<file path="config.mk">
export PLATFORM = sky130hd
export DESIGN_NAME = hsv_color_segment_top
export DESIGN_NICKNAME = d
export VERILOG_FILES = /design/src/hdl/hsvcs_pkg.sv /design/src/hdl/hsvcs_front.sv /design/src/hdl/hsvcs_div_stage.sv /design/src/hdl/hsvcs_classify.sv /design/src/hdl/hsv_color_segment_top.sv
export SDC_FILE = /design/constraint.sdc
export NUM_CORES = 1
export LEC_CHECK = 0
export ABC_AREA = 0
export BUFFER_PORTS_ARGS = -buffer_cell sky130_fd_sc_hd__buf_2
export CAP_MARGIN = 25
export CORE_ASPECT_RATIO = 0.7
export CORE_MARGIN = 2
export CORE_UTILIZATION = 40
export DETAILED_ROUTE_END_ITERATION = 7
export HOLD_SLACK_MARGIN = 0.15
export MAX_ROUTING_LAYER = met4
export SLEW_MARGIN = 15
export SYNTH_ARGS = -nofsm -noshare
export SYNTH_HDL_FRONTEND = slang
export SYNTH_SLANG_ARGS = --single-unit
</file>
<file path="constraint.sdc">
create_clock -name clk -period 15.6 [get_ports clk]
set_input_delay 3.12 -clock clk [delete_from_list [all_inputs] [get_ports clk]]
set_output_delay 3.12 -clock clk [all_outputs]
set_load 0.01 [all_outputs]
</file>
<file path="src/hdl/hsvcs_pkg.sv">
// ----------------------------------------------------------------------------
// HSV color segmentation package
// Shared types, constants and register indexes of the HSV segmentation pipe.
// ----------------------------------------------------------------------------
package hsvcs_pkg;

    localparam int CHAN_W     = 8;
    localparam int QUOT_W     = 8;
    localparam int BITS_STAGE = 2;
    localparam int DIV_STAGES = QUOT_W / BITS_STAGE;
    localparam int HUE_W      = 11;
    localparam int HNUM_W     = 17;
    localparam int CFG_IDX_W  = 3;

    localparam logic [6:0] HUE_SCALE = 7'd85;

    localparam logic [1:0] SECT_RED   = 2'd0;
    localparam logic [1:0] SECT_GREEN = 2'd1;
    localparam logic [1:0] SECT_BLUE  = 2'd2;

    localparam logic [CFG_IDX_W-1:0] REG_RED_HUE_BELOW = 3'd0;
    localparam logic [CFG_IDX_W-1:0] REG_RED_HUE_ABOVE = 3'd1;
    localparam logic [CFG_IDX_W-1:0] REG_RED_SAT_MIN   = 3'd2;
    localparam logic [CFG_IDX_W-1:0] REG_RED_VAL_MIN   = 3'd3;
    localparam logic [CFG_IDX_W-1:0] REG_BLUE_HUE_LOW  = 3'd4;
    localparam logic [CFG_IDX_W-1:0] REG_BLUE_HUE_HIGH = 3'd5;
    localparam logic [CFG_IDX_W-1:0] REG_BLUE_SAT_MIN  = 3'd6;
    localparam logic [CFG_IDX_W-1:0] REG_BLUE_VAL_MIN  = 3'd7;

    typedef struct packed {
        logic [CHAN_W-1:0] blue_in;
        logic [CHAN_W-1:0] green_in;
        logic [CHAN_W-1:0] red_in;
    } hsvcs_pixel_t;

    typedef struct packed {
        logic [CHAN_W-1:0] hue_out;
        logic [CHAN_W-1:0] sat_out;
        logic [CHAN_W-1:0] val_out;
        logic              red_hit;
        logic              blue_hit;
    } hsvcs_result_t;

    typedef struct packed {
        logic [CHAN_W:0]   hue_rem;
        logic [CHAN_W-1:0] hue_low;
        logic [CHAN_W:0]   hue_div;
        logic [QUOT_W-1:0] hue_q;
        logic              hue_zero;
        logic [CHAN_W-1:0] sat_rem;
        logic [CHAN_W-1:0] sat_low;
        logic [CHAN_W-1:0] sat_div;
        logic [QUOT_W-1:0] sat_q;
        logic              sat_zero;
        logic [CHAN_W-1:0] val;
    } hsvcs_div_t;

endpackage

</file>
<file path="src/hdl/hsvcs_front.sv">
// ----------------------------------------------------------------------------
// HSV front end
// Three stages: channel extremes and sector, wrapped hue numerator, and the
// scaled dividends that seed the two dividers.
// ----------------------------------------------------------------------------
module hsvcs_front
    import hsvcs_pkg::*;
(
    input  logic         clk,
    input  logic         rst_n,
    input  logic         in_valid,
    input  hsvcs_pixel_t pixel,
    output logic         out_valid,
    output hsvcs_div_t   out_data
);

    logic              s1_valid_reg;
    logic [CHAN_W-1:0] s1_mx_reg, s1_c_reg;
    logic [1:0]        s1_sect_reg;
    logic signed [CHAN_W:0] s1_diff_reg;

    logic [CHAN_W-1:0] mx_next, mn_next;
    logic [1:0]        sect_next;
    logic signed [CHAN_W:0] diff_next;
    logic signed [CHAN_W:0] b_s, g_s, r_s;

    always_comb
    begin
        b_s = $signed({1'b0, pixel.blue_in});
        g_s = $signed({1'b0, pixel.green_in});
        r_s = $signed({1'b0, pixel.red_in});
        mx_next = pixel.red_in;
        if (pixel.green_in > mx_next)
        begin
            mx_next = pixel.green_in;
        end
        if (pixel.blue_in > mx_next)
        begin
            mx_next = pixel.blue_in;
        end
        mn_next = pixel.red_in;
        if (pixel.green_in < mn_next)
        begin
            mn_next = pixel.green_in;
        end
        if (pixel.blue_in < mn_next)
        begin
            mn_next = pixel.blue_in;
        end
        if (mx_next == pixel.blue_in)
        begin
            sect_next = SECT_BLUE;
            diff_next = r_s - g_s;
        end
        else if (mx_next == pixel.green_in)
        begin
            sect_next = SECT_GREEN;
            diff_next = b_s - r_s;
        end
        else
        begin
            sect_next = SECT_RED;
            diff_next = g_s - b_s;
        end
    end

    always_ff @(posedge clk or negedge rst_n)
    begin
        if (!rst_n)
        begin
            s1_valid_reg <= 1'b0;
        end
        else
        begin
            s1_valid_reg <= in_valid;
        end
    end

    always_ff @(posedge clk)
    begin
        s1_mx_reg   <= mx_next;
        s1_c_reg    <= mx_next - mn_next;
        s1_sect_reg <= sect_next;
        s1_diff_reg <= diff_next;
    end

    logic              s2_valid_reg;
    logic [CHAN_W-1:0] s2_mx_reg, s2_c_reg;
    logic [HUE_W-1:0]  s2_h_reg;

    logic [HUE_W-1:0]        base;
    logic [HUE_W-1:0]        six_c;
    logic signed [HUE_W:0]   h_sum;
    logic signed [HUE_W:0]   h_next;

    always_comb
    begin
        six_c = {1'b0, s1_c_reg, 2'b00} + {2'b00, s1_c_reg, 1'b0};
        case (s1_sect_reg)
            SECT_BLUE:  base = {1'b0, s1_c_reg, 2'b00};
            SECT_GREEN: base = {2'b00, s1_c_reg, 1'b0};
            default:    base = '0;
        endcase
        h_sum = $signed({1'b0, base}) + {{(HUE_W-CHAN_W){s1_diff_reg[CHAN_W]}}, s1_diff_reg};
        if (h_sum < 0)
        begin
            h_next = h_sum + $signed({1'b0, six_c});
        end
        else
        begin
            h_next = h_sum;
        end
    end

    always_ff @(posedge clk or negedge rst_n)
    begin
        if (!rst_n)
        begin
            s2_valid_reg <= 1'b0;
        end
        else
        begin
            s2_valid_reg <= s1_valid_reg;
        end
    end

    always_ff @(posedge clk)
    begin
        s2_mx_reg <= s1_mx_reg;
        s2_c_reg  <= s1_c_reg;
        s2_h_reg  <= h_next[HUE_W-1:0];
    end

    logic              s3_valid_reg;
    hsvcs_div_t        s3_data_reg;
    hsvcs_div_t        s3_data_next;
    logic [HNUM_W-1:0] hnum;
    logic [2*CHAN_W-1:0] snum;

    always_comb
    begin
        hnum = {{(HNUM_W-HUE_W){1'b0}}, s2_h_reg} *
               {{(HNUM_W-$bits(HUE_SCALE)){1'b0}}, HUE_SCALE};
        snum = {s2_c_reg, {CHAN_W{1'b0}}} - {{CHAN_W{1'b0}}, s2_c_reg};
        s3_data_next.hue_rem  = hnum[HNUM_W-1:CHAN_W];
        s3_data_next.hue_low  = hnum[CHAN_W-1:0];
        s3_data_next.hue_div  = {s2_c_reg, 1'b0};
        s3_data_next.hue_q    = '0;
        s3_data_next.hue_zero = (s2_c_reg == '0);
        s3_data_next.sat_rem  = snum[2*CHAN_W-1:CHAN_W];
        s3_data_next.sat_low  = snum[CHAN_W-1:0];
        s3_data_next.sat_div  = s2_mx_reg;
        s3_data_next.sat_q    = '0;
        s3_data_next.sat_zero = (s2_mx_reg == '0);
        s3_data_next.val      = s2_mx_reg;
    end

    always_ff @(posedge clk or negedge rst_n)
    begin
        if (!rst_n)
        begin
            s3_valid_reg <= 1'b0;
        end
        else
        begin
            s3_valid_reg <= s2_valid_reg;
        end
    end

    always_ff @(posedge clk)
    begin
        s3_data_reg <= s3_data_next;
    end

    assign out_valid = s3_valid_reg;
    assign out_data  = s3_data_reg;

endmodule

</file>
<file path="src/hdl/hsvcs_div_stage.sv">
// ----------------------------------------------------------------------------
// HSV divider stage
// Retires BITS_STAGE (two) quotient bits of both the hue and the saturation
// long divisions, then registers the partial state.
// ----------------------------------------------------------------------------
module hsvcs_div_stage
    import hsvcs_pkg::*;
(
    input  logic       clk,
    input  logic       rst_n,
    input  logic       in_valid,
    input  hsvcs_div_t in_data,
    output logic       out_valid,
    output hsvcs_div_t out_data
);

    logic       valid_reg;
    hsvcs_div_t data_reg;
    hsvcs_div_t data_next;
    logic [CHAN_W+1:0] hue_trial;
    logic [CHAN_W:0]   sat_trial;

    always_comb
    begin
        data_next = in_data;
        for (int i = 0; i < BITS_STAGE; i++)
        begin
            hue_trial = {data_next.hue_rem, data_next.hue_low[CHAN_W-1]};
            if (hue_trial >= {1'b0, data_next.hue_div})
            begin
                data_next.hue_rem = (CHAN_W+1)'(hue_trial - {1'b0, data_next.hue_div});
                data_next.hue_q   = {data_next.hue_q[QUOT_W-2:0], 1'b1};
            end
            else
            begin
                data_next.hue_rem = hue_trial[CHAN_W:0];
                data_next.hue_q   = {data_next.hue_q[QUOT_W-2:0], 1'b0};
            end
            data_next.hue_low = {data_next.hue_low[CHAN_W-2:0], 1'b0};

            sat_trial = {data_next.sat_rem, data_next.sat_low[CHAN_W-1]};
            if (sat_trial >= {1'b0, data_next.sat_div})
            begin
                data_next.sat_rem = CHAN_W'(sat_trial - {1'b0, data_next.sat_div});
                data_next.sat_q   = {data_next.sat_q[QUOT_W-2:0], 1'b1};
            end
            else
            begin
                data_next.sat_rem = sat_trial[CHAN_W-1:0];
                data_next.sat_q   = {data_next.sat_q[QUOT_W-2:0], 1'b0};
            end
            data_next.sat_low = {data_next.sat_low[CHAN_W-2:0], 1'b0};
        end
    end

    always_ff @(posedge clk or negedge rst_n)
    begin
        if (!rst_n)
        begin
            valid_reg <= 1'b0;
        end
        else
        begin
            valid_reg <= in_valid;
        end
    end

    always_ff @(posedge clk)
    begin
        data_reg <= data_next;
    end

    assign out_valid = valid_reg;
    assign out_data  = data_reg;

endmodule

</file>
<file path="src/hdl/hsvcs_classify.sv">
// ----------------------------------------------------------------------------
// HSV threshold classifier
// Holds the threshold registers, finishes hue and saturation, compares them
// and value against the thresholds and registers the result transaction.
// ----------------------------------------------------------------------------
module hsvcs_classify
    import hsvcs_pkg::*;
(
    input  logic                 clk,
    input  logic                 rst_n,
    input  logic                 cfg_we,
    input  logic [CFG_IDX_W-1:0] cfg_index,
    input  logic [CHAN_W-1:0]    cfg_data,
    input  logic                 in_valid,
    input  hsvcs_div_t           in_data,
    output logic                 done,
    output hsvcs_result_t        result
);

    logic [CHAN_W-1:0] red_hue_below_reg, red_hue_above_reg;
    logic [CHAN_W-1:0] red_sat_min_reg, red_val_min_reg;
    logic [CHAN_W-1:0] blue_hue_low_reg, blue_hue_high_reg;
    logic [CHAN_W-1:0] blue_sat_min_reg, blue_val_min_reg;

    always_ff @(posedge clk or negedge rst_n)
    begin
        if (!rst_n)
        begin
            red_hue_below_reg <= 8'd15;
            red_hue_above_reg <= 8'd215;
            red_sat_min_reg   <= 8'd70;
            red_val_min_reg   <= 8'd70;
            blue_hue_low_reg  <= 8'd140;
            blue_hue_high_reg <= 8'd185;
            blue_sat_min_reg  <= 8'd110;
            blue_val_min_reg  <= 8'd100;
        end
        else if (cfg_we)
        begin
            case (cfg_index)
                REG_RED_HUE_BELOW: red_hue_below_reg <= cfg_data;
                REG_RED_HUE_ABOVE: red_hue_above_reg <= cfg_data;
                REG_RED_SAT_MIN:   red_sat_min_reg   <= cfg_data;
                REG_RED_VAL_MIN:   red_val_min_reg   <= cfg_data;
                REG_BLUE_HUE_LOW:  blue_hue_low_reg  <= cfg_data;
                REG_BLUE_HUE_HIGH: blue_hue_high_reg <= cfg_data;
                REG_BLUE_SAT_MIN:  blue_sat_min_reg  <= cfg_data;
                REG_BLUE_VAL_MIN:  blue_val_min_reg  <= cfg_data;
                default: ;
            endcase
        end
    end

    logic          done_reg;
    hsvcs_result_t result_reg;
    hsvcs_result_t result_next;

    always_comb
    begin
        result_next.hue_out = in_data.hue_zero ? '0 : in_data.hue_q;
        result_next.sat_out = in_data.sat_zero ? '0 : in_data.sat_q;
        result_next.val_out = in_data.val;
        result_next.red_hit = ((result_next.hue_out < red_hue_below_reg) ||
                               (result_next.hue_out > red_hue_above_reg)) &&
                              (result_next.sat_out > red_sat_min_reg) &&
                              (result_next.val_out > red_val_min_reg);
        result_next.blue_hit = (result_next.hue_out >= blue_hue_low_reg) &&
                               (result_next.hue_out <= blue_hue_high_reg) &&
                               (result_next.sat_out > blue_sat_min_reg) &&
                               (result_next.val_out > blue_val_min_reg);
    end

    always_ff @(posedge clk or negedge rst_n)
    begin
        if (!rst_n)
        begin
            done_reg <= 1'b0;
        end
        else
        begin
            done_reg <= in_valid;
        end
    end

    always_ff @(posedge clk)
    begin
        result_reg <= result_next;
    end

    assign done   = done_reg;
    assign result = result_reg;

endmodule

</file>
<file path="src/hdl/hsv_color_segment_top.sv">
// ----------------------------------------------------------------------------
// HSV color segmentation top level
// Converts one BGR pixel per clock to hue, saturation and value and flags
// pixels that pass the red and blue threshold windows.
// Throughput is one pixel per cycle, through an eight-register pipeline (three
// front stages, four divider stages, output). busy is always low. Reset clears
// all valid bits and loads the default thresholds; results must be taken in
// the cycle they are shown.
// ----------------------------------------------------------------------------
module hsv_color_segment_top
    import hsvcs_pkg::*;
(
    input  logic                 clk,
    input  logic                 rst_n,
    input  logic                 start,
    output logic                 busy,
    input  hsvcs_pixel_t         pixel,
    output logic                 done,
    output hsvcs_result_t        result,
    input  logic                 cfg_we,
    input  logic [CFG_IDX_W-1:0] cfg_index,
    input  logic [CHAN_W-1:0]    cfg_data
);

    logic                  accept;
    logic [DIV_STAGES:0]   div_valid;
    hsvcs_div_t            div_data [0:DIV_STAGES];

    assign busy   = 1'b0;
    assign accept = start && !busy;

    hsvcs_front u_front
    (
        .clk       (clk),
        .rst_n     (rst_n),
        .in_valid  (accept),
        .pixel     (pixel),
        .out_valid (div_valid[0]),
        .out_data  (div_data[0])
    );

    for (genvar k = 0; k < DIV_STAGES; k++)
    begin : g_div
        hsvcs_div_stage u_div_stage
        (
            .clk       (clk),
            .rst_n     (rst_n),
            .in_valid  (div_valid[k]),
            .in_data   (div_data[k]),
            .out_valid (div_valid[k+1]),
            .out_data  (div_data[k+1])
        );
    end

    hsvcs_classify u_classify
    (
        .clk       (clk),
        .rst_n     (rst_n),
        .cfg_we    (cfg_we),
        .cfg_index (cfg_index),
        .cfg_data  (cfg_data),
        .in_valid  (div_valid[DIV_STAGES]),
        .in_data   (div_data[DIV_STAGES]),
        .done      (done),
        .result    (result)
    );

endmodule

</file>
* Word-level counts from Yosys, hierarchy flattened
Index checks and enable logic that the tools add are counted.
** Storage, ports and cells
- Flip-flop bits (word level) :: 382
- Input port bits :: 39
- Output and inout port bits :: 28
- Word-level logic and storage cells :: 192
** Operators by class
- Add/subtract/negate cells :: 22
- Multipliers :: 1
- Magnitude comparators :: 29
- Eq/ne operators :: 11
- Mux-type cells :: 41
- Reductions and logical operators :: 17
** Operator list (number)
- $mux W8 :: 13
- $mux W9 :: 9
- $ge A10 B9 Y1 :: 8
- $ge A9 B8 Y1 :: 8
- $sub A8 B8 Y8 :: 8
- $sub A9 B9 Y9 :: 7
- $gt A8 B8 Y1 :: 7
- $sub A8 B8 Y9 :: 3
- $lt A8 B8 Y1 :: 3
- $pmux W10 S2 :: 1
- $mul A11 B7 Y17 const B :: 1
- $mux W1 :: 17
- $eq A8 B8 Y1 :: 2
- $logic_not A8 Y1 :: 2
- $reduce_and A2 Y1 :: 8
- $sub A16 B8 Y16 :: 1
- $add A11 B9 Y12 :: 1
- $eq A3 B3 Y1 const B :: 4
- $lt A12 B1 Y1 const B :: 1
- $add A10 B9 Y11 :: 1
- $add A11 B11 Y11 :: 1
- $mux W11 :: 1
- $ge A8 B8 Y1 :: 1
- $le A8 B8 Y1 :: 1
- 7 further kinds :: 12

* Longest topological paths before layout
- Word-level depth :: 7
- Gate-level depth with buffers :: 26
- Mapped depth without buffers :: 25

* By module
From an unflattened synthesis, not the netlist that was laid out.
** Second synthesis, totals
- Cells, all modules :: 2589
- Area total of the unflattened synthesis :: 25944.9 µm²
** By module, submodules not included
- hsvcs_front :: instances 1, cells an instance 842, area an instance 7581.0 µm², seq. area each 2157.1 µm²
- hsvcs_div_stage at g_div[2].u_div_stage ... :: instances 2, cells an instance 328, area an instance 3443.3 µm², seq. area each 1466.4 µm²
- hsvcs_classify :: instances 1, cells an instance 429, area an instance 4614.4 µm², seq. area each 2187.1 µm²
- hsvcs_div_stage at g_div[1].u_div_stage :: instances 1, cells an instance 324, area an instance 3445.8 µm², seq. area each 1466.4 µm²
- hsvcs_div_stage at g_div[0].u_div_stage :: instances 1, cells an instance 336, area an instance 3405.8 µm², seq. area each 1466.4 µm²
- hsv_color_segment_top :: instances 1, cells an instance 2, area an instance 11.3 µm², seq. area each 0.0 µm²

* Worst setup path after synthesis
OpenSTA, ideal clock, no wires.
- Path type :: input port to flip-flop
- From :: input port pixel[14] in the netlist's numbering
- To :: register u_front.s1_diff_reg[7]
- Setup time :: 0.122 ns
- Arrival time :: 7.506 ns
- Required time :: 15.478 ns
- Slack :: 7.972 ns
- Stages on the path :: 19
- Buffers on the path :: 3
- Path through :: inv_1 > ha_1 > a21o_1 > a221oi_4 > and2_1 > buf_4 > clkbuf_1 > a21oi_1 > ha_1 > and3_1 > nand3_1 > o311ai_2 > a2bb2oi_4 > mux2i_2 > xnor2_1 > nand4_1 > or2_1 > buf_2 > a221o_1
** Between the ends
- Longest elaborated chain between the ends :: 7
- Elaborated cells between the ends (all ways) :: 10
- Those cells by class :: add/sub: 2; order compare: 2; eq/ne: 2; mux: 4
** Ends and longest elaborated chain
- from (decl) :: line hsv_color_segment_top.sv:17 : input hsvcs_pixel_t pixel,
- $gt A8 B8 Y1 :: line hsvcs_front.sv:33 : if (pixel.green_in > mx_next)
- $mux W8 (*) :: line hsvcs_front.sv:33
- $gt A8 B8 Y1 :: line hsvcs_front.sv:37 : if (pixel.blue_in > mx_next)
- $mux W8 (*) :: line hsvcs_front.sv:37
- named net u_front.mx_next[4] :: line hsvcs_front.sv:22 : logic [CHAN_W-1:0] mx_next, mn_next;
- $eq A8 B8 Y1 :: line hsvcs_front.sv:55 : else if (mx_next == pixel.green_in)
- $mux W9 :: line hsvcs_front.sv:55
- $mux W9 (*) :: line hsvcs_front.sv:50 : if (mx_next == pixel.blue_in)
- named net u_front.diff_next[7] :: line hsvcs_front.sv:24 : logic signed [CHAN_W:0] diff_next;
- to (signal assigned) :: line hsvcs_front.sv:84 : s1_diff_reg <= diff_next;
- to (decl) :: line hsvcs_front.sv:20 : logic signed [CHAN_W:0] s1_diff_reg;
The timed path passes the listed nets; every way through them passes the cells marked *.
A chain may end at the register's enable or synchronous reset.

* Worst setup path in the final report
- From :: input port pixel[14] in the netlist's numbering
- To :: register u_front.s1_diff_reg[4]
Same word-level chain as after synthesis.

==> insert_results.sql <==
INSERT INTO impl_metrics (metric_group, metric, value, unit) VALUES
('setup_path', 'critical_path.cell_chain', 'buf_2, inv_1, ha_1, a21o_1, a221oi_4, and2_1, a21oi_1, ha_1, and3_1, nand3_1, o311ai_2, a2bb2oi_4, mux2i_2, xnor2_1, nand4_1, or2_1, o311ai_1', ''),
('grt', 'grt_pass1_wl', '79900', 'um'),
('drt', 'drtAntennaViolNets', '0', ''),
('timing', 'final_cycle_utilization_of_the_critical_path', '0.545', ''),
('timing', 'finalClockSkew', '0.0203', 'ns'),
('finish', 'most_frequent_cells_in_the_layout', 'sky130_fd_sc_hd__inv_1 (317), sky130_fd_sc_hd__dfxtp_1 (306), sky130_fd_sc_hd__ha_1 (295)', ''),
('min_path', 'min_path_type', 'reg -> reg', ''),
('placed_design', 'gp_routability_congestion', '0.925', ''),
('grt', 'globalRoute.totalOverflow', '0', ''),
('clock_network', 'ctsHtreeMaxLevel', '2', ''),
('finish', 'flow.area_growth_from_synthesis', '11.2', '%'),
('grt', 'grt_start_max_net_pins', '73', ''),
('drt', 'finalWirelength', '48300', 'um'),
('timing', 'rsz0062_at_grt', 'false', ''),
('finish', 'layout_commonest_cell', 'sky130_fd_sc_hd__inv_1', ''),
('setup_path', 'r2r_slack', '8.99', 'ns'),
('floorplanning', 'io-pin-count', '67', ''),
('floorplanning', 'initial_utilization', '0.408', ''),
('synth', 'syn_nets', '2610', ''),
('clock_network', 'cts_setup_buffers', '0', ''),
('floorplanning', 'fp.dieH', '198', 'um'),
('timing', 'setup_violations', '0', ''),
('synth', 'dominantRegCellSynth', 'sky130_fd_sc_hd__dfxtp_1', ''),
('synth', 'async_flop_share', '0.190', ''),
('drt', 'route.detailed.drc', '0', ''),
('clock_network', 'cts-resized-gates', '0', ''),
('placed_design', 'buffers_added_on_ports', '65', ''),
('clock_network', 'clk_pin_slew_worst_paths', '0.07', 'ns'),
('synth', 'proportion_of_synthesized_chip_area_in_sequential_cells', '0.371', ''),
('synth', 'synthCells', '2237', ''),
('setup_path', 'timing.critical_path.from_type', 'input pin', ''),
('setup_path', 'critical-path-top-cell-by-count', 'sky130_fd_sc_hd__ha_1', ''),
('drt', 'avgViaCountPerCell', '4.98', ''),
('clock_network', 'tritoncts', 'built', ''),
('drt', 'routed_wire_length_per_instance', '15.8', 'um'),
('clock_network', 'tritoncts.num_buffers', '36', ''),
('drt', 'starting_drt_drc_count', '901', ''),
('drt', 'detailedRoute.firstPassIterationCount', '5', ''),
('floorplanning', 'num_rows', '70', ''),
('min_path', 'worst_min_delay_path_endpoint', 'g_div[1].u_div_stage.out_data[63]', ''),
('timing', 'setup_tns', '0', 'ns'),
('min_path', 'hold_start', 'g_div[0].u_div_stage.out_data[61]', ''),
('grt', 'grt_util_all_layers', '0.184', ''),
('setup_path', 'critical_path_class', 'in -> reg', ''),
('setup_path', 'critical-path-top-delay-family', 'compound AO/OA/AOI/OAI gates', ''),
('grt', 'first_global_vias', '15300', ''),
('synth', 'syn_area_per_cell', '9.59', 'um^2'),
('setup_path', 'critPathBufInv', '2', ''),
('setup_path', 'cpMaxStageDelayCell', 'sky130_fd_sc_hd__and2_1', ''),
('synth', 'netlist_area', '21500', 'um^2'),
('clock_network', 'holdBufCountCts', '0', ''),
('setup_path', 'crit_path_required_time', '16.03', 'ns'),
('synth', 'synthesis.yosys.warnings', '0', ''),
('min_path', 'whs_path_depth', '0', ''),
('finish', 'final_nets', '2688', ''),
('clock_network', 'clock-sinks', '378', ''),
('setup_path', 'critical_path.reg2reg.startpoint', 'g_div[0].u_div_stage.out_data[18]', ''),
('setup_path', 'reg2reg_depth', '25', ''),
('timing', 'finalCriticalPeriod', '8.51', 'ns'),
('finish', 'fraction_of_final_layout_cells_sized_beyond_drive_strength_1', '0.120', ''),
('floorplanning', 'die_width', '281', 'um'),
('timing', 'max-slew-margin-rel', '0.312', ''),
('setup_path', 'worstPathArrival', '8.94', 'ns'),
('clock_network', 'worst_case_clock_buffer_depth', '3', ''),
('synth', 'synth_edf_count', '0', ''),
('timing', 'maxSlewViolCount', '0', ''),
('synth', 'synthDistinctLibCells', '69', ''),
('floorplanning', 'die_area', '55600', 'um^2'),
('run', 'drv.max_cap_violation_count', '0', ''),
('outcome', 'outcome', 'finished, final reports clean', ''),
('grt', 'grt_antenna_before_repair', '2', '');
==> routing by layer <==
layer  track usage  wire length [um]  part of all wire  vias to the layer above
met3        0.0270              2330             0.048                       56
met4        0.0368               784             0.016                        0
met1         0.267             25300              0.52                     7131
li1              -                 -                 -                     7783
met2         0.272             19900              0.41                      278
met5             -                 0                 0                        -
==> Yosys cell counts (5+ instances only) <==
master / n / area (um^2)
sky130_fd_sc_hd__inv_1: 317 / 1190
sky130_fd_sc_hd__dfxtp_1: 306 / 6130
sky130_fd_sc_hd__ha_1: 295 / 3690
sky130_fd_sc_hd__o21ai_0: 139 / 696
sky130_fd_sc_hd__nor2_1: 129 / 484
sky130_fd_sc_hd__a21oi_1: 123 / 616
sky130_fd_sc_hd__xnor2_1: 103 / 902
sky130_fd_sc_hd__nand2_1: 97 / 364
sky130_fd_sc_hd__mux2_2: 95 / 1070
sky130_fd_sc_hd__a21o_1: 74 / 556
sky130_fd_sc_hd__nor2b_1: 62 / 388
sky130_fd_sc_hd__nand2b_1: 52 / 325
sky130_fd_sc_hd__dfrtp_1: 40 / 1000
sky130_fd_sc_hd__fa_1: 39 / 781
sky130_fd_sc_hd__nand4_1: 37 / 231
sky130_fd_sc_hd__dfstp_2: 32 / 841
sky130_fd_sc_hd__clkbuf_1: 28 / 105
sky130_fd_sc_hd__xor2_1: 28 / 245
sky130_fd_sc_hd__a21boi_0: 21 / 158
sky130_fd_sc_hd__nor3_1: 20 / 100
sky130_fd_sc_hd__nand3_1: 18 / 90.1
sky130_fd_sc_hd__mux2i_1: 14 / 140
sky130_fd_sc_hd__o21a_1: 14 / 105
sky130_fd_sc_hd__o21bai_1: 12 / 90.1
sky130_fd_sc_hd__o211ai_1: 11 / 82.6
sky130_fd_sc_hd__a211oi_1: 9 / 67.6
sky130_fd_sc_hd__and2_1: 8 / 50.1
sky130_fd_sc_hd__a22oi_1: 7 / 52.6
sky130_fd_sc_hd__o31ai_1: 7 / 52.6
sky130_fd_sc_hd__or2_2: 7 / 43.8
sky130_fd_sc_hd__or4_1: 7 / 52.6
sky130_fd_sc_hd__a221o_1: 6 / 60.1
sky130_fd_sc_hd__nand4b_1: 6 / 52.6
sky130_fd_sc_hd__a221oi_1: 5 / 43.8
sky130_fd_sc_hd__a311oi_1: 5 / 43.8
sky130_fd_sc_hd__and3_1: 5 / 31.3
==> stage by stage <==
stage / area (um^2) / hold WS [ns] / util / std cells / setup slack [ns]
after floorplan: 21500 / 0.310 / - / 2237 / 7.97
after global placement: 22600 / 0.310 / 0.429 / 2994 / 6.80
after detailed placement: 22600 / 0.312 / 0.429 / 2995 / 6.64
after CTS: 23800 / 0.308 / 0.453 / 3061 / 7.21
after global routing: 23900 / 0.325 / 0.453 / 3063 / 6.70
final: 23900 / 0.308 / 0.453 / 3063 / 7.09
==> kinds of logic after synthesis <==
| logic type | Yosys count | share of synthesized area |
|---|---|---|
| AOI/OAI and AO/OA | 468 | 0.140 |
| adders and majority gates | 334 | 0.208 |
| DFF | 378 | 0.371 |
| xor gates and xnor gates | 131 | 0.0535 |
| muxes | 111 | 0.0575 |
| buffers and inverters | 353 | 0.0623 |
| other | 1 | 0.000175 |
| and+or+nand+nor | 461 | 0.107 |
==> final cells by class <==
| class | instances | area [um^2] |
|---|---|---|
| repair buffers | 75 | 408 |
| clock inverters | 21 | 235 |
| multi-input cells | 1506 | 12200 |
| clock buffers | 45 | 995 |
| well taps | 720 | 901 |
| inverters | 318 | 1190 |
| fillers | 5051 | 28800 |
| flip-flops and latches | 378 | 7970 |
==> how the worst max path moves through the flow <==
| stage | startpoint | slack, ns | endpoint | cells after the start |
|---|---|---|---|---|
| final | pixel[14] | 7.09 | u_front.s1_diff_reg[4] | 17 |
| after global routing | pixel[14] | 6.70 | u_front.s1_diff_reg[4] | 17 |
| after CTS | pixel[14] | 7.21 | u_front.s1_diff_reg[7] | 17 |
| after detailed placement | pixel[14] | 6.64 | u_front.s1_diff_reg[3] | 17 |
| after global placement | pixel[14] | 6.80 | u_front.s1_diff_reg[7] | 17 |
| after floorplan | pixel[14] | 7.97 | u_front.s1_diff_reg[7] | 19 |
Power is not shown: default switching activity piles up to over one toggle a cycle in this logic, so the estimate is an artifact.
